File: config.mk
export PLATFORM = sky130hd
export DESIGN_NAME = priority_ready_queue_top
export DESIGN_NICKNAME = d
export VERILOG_FILES = /design/src/design/prq_pkg.sv /design/src/design/priority_ready_queue_top.sv
export SDC_FILE = /design/constraint.sdc
export NUM_CORES = 1
export LEC_CHECK = 0
export BUFFER_PORTS_ARGS = -buffer_cell sky130_fd_sc_hd__buf_2
export CAP_MARGIN = 25
export CORE_MARGIN = 4
export CORE_UTILIZATION = 40
export DETAILED_ROUTE_END_ITERATION = 12
export GPL_ROUTABILITY_DRIVEN = 0
export HOLD_SLACK_MARGIN = 0.15
export PLACE_DENSITY = 0.59
export SLEW_MARGIN = 20
export SYNTH_ARGS = -nofsm -noshare
export SYNTH_HDL_FRONTEND = slang
export SYNTH_SLANG_ARGS = --single-unit
File: constraint.sdc
create_clock -name clk_i -period 5.97 [get_ports clk_i]
set_input_delay 1.194 -clock clk_i [delete_from_list [all_inputs] [get_ports clk_i]]
set_output_delay 1.194 -clock clk_i [all_outputs]
set_load 0.03 [all_outputs]
File: src/design/prq_pkg.sv
`timescale 1ns / 1ps
`default_nettype none
// Package for the priority ready queue.
// Holds the queue size, field widths, opcodes and status codes.
// No dependencies.
package prq_pkg;

  localparam int unsigned MaxThreads = 16;
  localparam int unsigned IdxW       = $clog2(MaxThreads);
  localparam int unsigned CntW       = $clog2(MaxThreads + 1);
  localparam int unsigned ThreadW    = 4;
  localparam int unsigned PrioW      = 3;
  localparam int unsigned OpW        = 2;

  typedef logic [ThreadW-1:0]       thread_t;
  typedef logic signed [PrioW-1:0]  prio_t;
  typedef logic [OpW-1:0]           op_t;
  typedef logic [CntW-1:0]          cnt_t;

  localparam op_t OpInsert = 2'd0;
  localparam op_t OpRemove = 2'd1;
  localparam op_t OpChprio = 2'd2;

  typedef enum logic [1:0] {
    StsOk        = 2'd0,
    StsNotFound  = 2'd1,
    StsQueued    = 2'd2,
    StsFull      = 2'd3
  } status_e;

endpackage
`default_nettype wire

File: src/design/priority_ready_queue_top.sv
`timescale 1ns / 1ps
`default_nettype none
// Priority ready queue: top level with the slot array and its sequencer.
// Depends on prq_pkg.
//
// Usage:
// - The input channel carries one operation per item: insert, remove or
//   change priority of a thread; the unused opcode leaves the queue alone. Each
//   operation returns one output item: status, head thread and queued count.
// - The queue is a slot array kept in descending priority order. One slot is
//   read and one slot written per cycle while a small sequencer scans for the
//   thread, closes the gap left by a removal and opens a gap for an insertion.
// - The scan reads one slot per cycle up to the thread's slot, or one past the
//   last slot when the thread is absent. A removal then moves each slot behind
//   the thread up by one, and an insertion moves each slot of lower or equal
//   priority down by one and writes the new thread into the gap; the single
//   slot read port is why these steps go one slot at a time.
// - in_ready_o is high only while the sequencer is idle.
// - A finished result sits in an output register. A new item is accepted while
//   that result waits; a second result waits in the sequencer until the
//   receiver takes the first one.
// - Reset empties the queue and drops any pending result. Slot contents are
//   not cleared; only values of slots below the fill count are ever used.
module priority_ready_queue_top
  import prq_pkg::*;
(
  input  wire logic              clk_i,
  input  wire logic              rst_ni,
  input  wire logic              in_valid_i,
  output logic                   in_ready_o,
  input  wire logic [OpW-1:0]    opcode_i,
  input  wire logic [ThreadW-1:0] thread_num_i,
  input  wire logic signed [PrioW-1:0] prio_i,
  output logic                   out_valid_o,
  input  wire logic              out_ready_i,
  output logic [1:0]             status_o,
  output logic                   head_valid_o,
  output logic [ThreadW-1:0]     head_thread_o,
  output logic [CntW-1:0]        queued_count_o
);

  typedef enum logic [2:0] {
    StIdle,
    StScan,
    StRemove,
    StInsert,
    StFinish
  } state_e;

  state_e  state_q, state_d;
  op_t     op_q, op_d;
  thread_t thr_q, thr_d;
  prio_t   prio_q, prio_d;
  cnt_t    idx_q, idx_d;
  cnt_t    occ_q, occ_d;
  status_e status_q, status_d;

  logic    out_valid_q, out_valid_d;
  status_e res_status_q, res_status_d;
  logic    res_head_valid_q, res_head_valid_d;
  thread_t res_head_q, res_head_d;
  cnt_t    res_count_q, res_count_d;

  thread_t slot_thread_q [MaxThreads];
  prio_t   slot_prio_q   [MaxThreads];

  logic            wr_en;
  logic [IdxW-1:0] wr_idx;
  thread_t         wr_thr;
  prio_t           wr_prio;
  logic [IdxW-1:0] rd_idx;
  thread_t         rd_thr;
  prio_t           rd_prio;
  cnt_t            idx_nxt;
  cnt_t            idx_prv;
  logic            scan_hit;
  logic            scan_end;

  assign idx_nxt = idx_q + cnt_t'(1);
  assign idx_prv = idx_q - cnt_t'(1);

  always_comb begin
    case (state_q)
      StRemove: rd_idx = idx_nxt[IdxW-1:0];
      StInsert: rd_idx = idx_prv[IdxW-1:0];
      default:  rd_idx = idx_q[IdxW-1:0];
    endcase
  end

  assign rd_thr   = slot_thread_q[rd_idx];
  assign rd_prio  = slot_prio_q[rd_idx];
  assign scan_end = (idx_q == occ_q);
  assign scan_hit = (idx_q < occ_q) && (rd_thr == thr_q);

  always_comb begin
    state_d          = state_q;
    op_d             = op_q;
    thr_d            = thr_q;
    prio_d           = prio_q;
    idx_d            = idx_q;
    occ_d            = occ_q;
    status_d         = status_q;
    out_valid_d      = out_valid_q;
    res_status_d     = res_status_q;
    res_head_valid_d = res_head_valid_q;
    res_head_d       = res_head_q;
    res_count_d      = res_count_q;
    wr_en            = 1'b0;
    wr_idx           = idx_q[IdxW-1:0];
    wr_thr           = rd_thr;
    wr_prio          = rd_prio;

    if (out_valid_q && out_ready_i) begin
      out_valid_d = 1'b0;
    end

    unique case (state_q)
      StIdle: begin
        if (in_valid_i) begin
          op_d     = opcode_i;
          thr_d    = thread_num_i;
          prio_d   = prio_i;
          idx_d    = '0;
          status_d = StsOk;
          state_d  = StScan;
        end
      end
      StScan: begin
        if (scan_hit || scan_end) begin
          if (op_q == OpInsert) begin
            if (scan_hit) begin
              status_d = StsQueued;
              state_d  = StFinish;
            end else if (occ_q == cnt_t'(MaxThreads)) begin
              status_d = StsFull;
              state_d  = StFinish;
            end else begin
              idx_d   = occ_q;
              state_d = StInsert;
            end
          end else if (op_q == OpRemove || op_q == OpChprio) begin
            if (scan_hit) begin
              state_d = StRemove;
            end else begin
              status_d = StsNotFound;
              state_d  = StFinish;
            end
          end else begin
            state_d = StFinish;
          end
        end else begin
          idx_d = idx_nxt;
        end
      end
      StRemove: begin
        if (idx_nxt < occ_q) begin
          wr_en = 1'b1;
          idx_d = idx_nxt;
        end else begin
          occ_d = occ_q - cnt_t'(1);
          if (op_q == OpChprio) begin
            idx_d   = occ_q - cnt_t'(1);
            state_d = StInsert;
          end else begin
            state_d = StFinish;
          end
        end
      end
      StInsert: begin
        wr_en = 1'b1;
        if ((idx_q != '0) && (rd_prio <= prio_q)) begin
          idx_d = idx_prv;
        end else begin
          wr_thr  = thr_q;
          wr_prio = prio_q;
          occ_d   = occ_q + cnt_t'(1);
          state_d = StFinish;
        end
      end
      StFinish: begin
        if (!out_valid_q || out_ready_i) begin
          out_valid_d      = 1'b1;
          res_status_d     = status_q;
          res_head_valid_d = (occ_q != '0);
          res_head_d       = (occ_q != '0) ? slot_thread_q[0] : '0;
          res_count_d      = occ_q;
          state_d          = StIdle;
        end
      end
      default: begin
        state_d = StIdle;
      end
    endcase
  end

  always_ff @(posedge clk_i or negedge rst_ni) begin
    if (!rst_ni) begin
      state_q          <= StIdle;
      op_q             <= OpInsert;
      thr_q            <= '0;
      prio_q           <= '0;
      idx_q            <= '0;
      occ_q            <= '0;
      status_q         <= StsOk;
      out_valid_q      <= 1'b0;
      res_status_q     <= StsOk;
      res_head_valid_q <= 1'b0;
      res_head_q       <= '0;
      res_count_q      <= '0;
    end else begin
      state_q          <= state_d;
      op_q             <= op_d;
      thr_q            <= thr_d;
      prio_q           <= prio_d;
      idx_q            <= idx_d;
      occ_q            <= occ_d;
      status_q         <= status_d;
      out_valid_q      <= out_valid_d;
      res_status_q     <= res_status_d;
      res_head_valid_q <= res_head_valid_d;
      res_head_q       <= res_head_d;
      res_count_q      <= res_count_d;
    end
  end

  always_ff @(posedge clk_i) begin
    if (wr_en) begin
      slot_thread_q[wr_idx] <= wr_thr;
      slot_prio_q[wr_idx]   <= wr_prio;
    end
  end

  assign in_ready_o     = (state_q == StIdle);
  assign out_valid_o    = out_valid_q;
  assign status_o       = res_status_q;
  assign head_valid_o   = res_head_valid_q;
  assign head_thread_o  = res_head_q;
  assign queued_count_o = res_count_q;

endmodule
`default_nettype wire

==> key figures <==
Outcome
  • Outcome: finished, final reports clean

STA
  • Setup WS post-layout: about 900 ps
  • Final Hold Viols: 0
  • Max-slew violation count: 0
  • Worst-margin pin slew: around 1000 ps
  • Fmax: around 0.2 GHz
  • RSZ-0062 raised after global routing: false
  • Period minus WS final: between 5000 and 6000 ps
  • Slew headroom: 0.329
  • Worst Skew: roughly 8.5 ps
  • Period utilisation layout: 0.852
  • Final setup viols: 0
  • Setup TNS: 0 ps

Worst hold path
  • WHS Path Cells: 2
  • HP Start: queued_count_o[4]
  • Min-delay worst type: reg2reg
  • Hold Crit Endpoint: queued_count_o[4]

Yosys
  • Async S/R FF share, synth: 0.248
  • Seq cells post-synth: 149
  • Post-synth EDFFs: between 100 and 150
  • Synth Cell Area: between 0.007 and 0.008 mm²
  • Area share of the largest cell type after synthesis: 0.432
  • Top cells by count, synth: edfxtp_1 (112), nand2_1 (69), nor2_1 (43)
  • Cell count after synthesis: just over 600
  • Top cells by area, synth: edfxtp_1 (43%), dfrtp_1 (12%), mux4_2 (7.8%)
  • Syn nets: between 600 and 700
  • Number of library cell types mapped by synthesis: 66
  • Sequential element share of the synthesized area: 0.551
  • Top FF cell, synth: edfxtp_1
  • Leading area contributor after synthesis: edfxtp_1
  • Syn Area/Cell: ~13 µm²
  • Synth Warn #: 0
  • Count leader, synth: edfxtp_1

Placed design
  • Place WS: 885 ps
  • Final HPWL DP: ~13000 µm
  • Port bufs: 26

Pwr
  • Leakage: approximately 0.0032 µW
  • Pwr dens: between 600 and 700 mW/mm²
  • VDD IR max: 246 µV

Floorplanning
  • # rows: 50
  • Initial Util: 0.412
  • Core region area: 0.0189 mm²
  • Top Ports: 27
  • Die width: 147 µm
  • Die area: 0.0218 mm²
  • Die height: about 150 µm

Clock tree
  • CTS tree: yes
  • Post-CTS Setup Bufs: 0
  • Post_cts resized: 0
  • Worst-path clk slew: approximately 70 ps
  • CTS sink cnt: 149
  • CTS Hold Bufs: 0
  • CTS buffer count: 17
  • Clk Latency, worst-skew pair: roughly 430 ps
  • Maximum root-to-sink buffer count: 2
  • H-tree depth: 4
  • Clk root buf: clkbuf_16

Critical path
  • CP max stage delay: around 530 ps
  • WP data arrival: ~5400 ps
  • CP startpoint kind: flop
  • WP data required: roughly 6300 ps
  • Critical path endpoint category: flop
  • Crit-path slowest cell: mux4_2
  • R2R depth: 18
  • Reg2reg end: idx_q[1]
  • R2r setup slk: a little under 900 ps
  • CP Max Fanout: 12
  • R2R Path Start: idx_q[1]
  • Crit Path Category: reg2reg
  • CP cell instances: inv_1, ha_1, xnor2_1, buf_4, a21oi_1, buf_4, mux4_2, mux4_2, ha_1, nor2b_1, o311ai_0, o211ai_1, and2_1, nor3_1, o21ai_0, o21ba_2, nand2_1, o32a_1

Global route
  • Met1 usage: 0.248
  • Met3 Usage GRT: 0.0438
  • Largest net degree at the start of global routing: 38
  • GR Overflow Total: 0
  • Tot GR Track Use: 0.185
  • Via count of the first global-routing pass: ~5300
  • Antenna violations before repair: 0
  • Grt met2 use: 0.298
  • First-pass GRT wire length: 30700 µm
  • Grt peak-use layer: met2

Detailed routing
  • Number of remaining DRC errors: 0
  • Detail Route Antenna Nets: 0
  • Total number of vias: 5213
  • Initial drt markers: between 500 and 600
  • Vias per cell: about 5.7
  • Detailed Routing Iterations Pass 1: 7
  • WL final: around 19000 µm
  • Routed len/inst: 21.4 µm

Final layout
  • Fraction of layout cells with a size suffix above 1: 0.209
  • Diodes inserted: 0
  • # nets final: 670
  • Register area: ~0.0043 mm²
  • Area taken by multi-input logic gates: ~0.0032 mm²
  • Syn-to-layout area delta: 12.2%
  • Fillcell total: roughly 1700

Job
  • Max cap viols: 0
## layer usage
metal,vias to the layer above,part of all wire
li1,2347,-
met1,2606,0.43
met2,220,0.48
met3,40,0.064
met4,0,0.028
met5,-,0
## cell type report
class	count	area share
clock buffers	17	0.0487
clock inverters	15	0.0166
inverters	19	0.00817
multi-input cells	406	0.370
flip-flops and latches	149	0.491
well taps	260	0.0373
repair buffers	41	0.0278
## sequential cells by signal (all words and copies together), names as in the netlist, 3 cells and up
| register | count |
|---|---|
| slot_thread_q | 64 |
| slot_prio_q | 48 |
| idx_q | 5 |
| occ_q | 5 |
| queued_count_o | 5 |
| head_thread_o | 4 |
| thr_q | 4 |
| prio_q | 3 |
| state_q | 3 |
## worst max-delay path by stage
stage / startpoint / endpoint / slack, ps
final: idx_q[1] / idx_q[1] / 880
after global routing: state_q[1] / idx_q[1] / 440
after CTS: idx_q[1] / idx_q[1] / 860
after detailed placement: idx_q[1] / idx_q[1] / 880
after global placement: idx_q[0] / idx_q[1] / 1010
after floorplan: idx_q[0] / slot_thread_q[0][3] / 260
## worst max-delay path: cells and delay by family, from the launching register on
family	cells	cell delay, ps
multiplexers	2	1020
XOR/XNOR	1	140
buffers and inverters	3	550
adder cells (fa/ha/maj)	2	770
AO/OA/AOI/OAI	6	1400
AND/OR/NAND/NOR	4	730
flip-flops	1	350
## power breakdown
part / switching (µW) / leakage (µW) / internal (µW)
Sequential: 137 / 0.00144 / 1550
Combinational: 1590 / 0.00147 / 1040
Clock: 463 / 0.000278 / 584
Total: 2190 / 0.00320 / 3170
## cell families after synthesis
kind of cell,Yosys count,share of synthesized area
flops,149,0.551
compound gates,118,0.106
fa+ha+maj,23,0.0370
buf+inv,53,0.0341
mux,67,0.137
simple gates,174,0.105
xor+xnor,24,0.0294
## layout by cell type (no fill, tap or decap), drive strengths merged, types with 3 or more instances in the layout
master | netlist | layout
mux2 | 20 | 20
a2111oi | 9 | 9
mux2i | 18 | 18
nor2 | 43 | 43
nand4 | 4 | 4
a21o | 3 | 3
nand3 | 7 | 7
and2 | 6 | 6
a211oi | 5 | 5
nand2b | 8 | 8
xor2 | 6 | 6
dfrtp | 37 | 37
a22o | 4 | 4
nand2 | 70 | 70
or2 | 3 | 3
o22ai | 7 | 7
a21oi | 22 | 22
clkbuf | 16 | 17
mux4 | 29 | 29
o211ai | 4 | 4
nor3 | 9 | 9
o21a | 4 | 4
edfxtp | 112 | 112
nor2b | 10 | 10
xnor2 | 18 | 18
o311ai | 4 | 4
inv | 19 | 26
clkinv | 0 | 5
buf | 18 | 41
o21ai | 32 | 32
and3 | 8 | 8
a31oi | 5 | 5
ha | 23 | 23
## per-stage QoR
step                      area (µm²)  hold slack, ps  cells  utilization  total power [µW]
after floorplan                 7780             468    608            -              3640
after global placement          8150             460    874        0.432              4250
after detailed placement        8150             466    874        0.432              4310
after CTS                       8720             481    906        0.462              5370
after global routing            8730             514    907        0.462              5690
final                           8730             475    907        0.462              5360
Note: power is estimated with default switching activity, not from simulation.
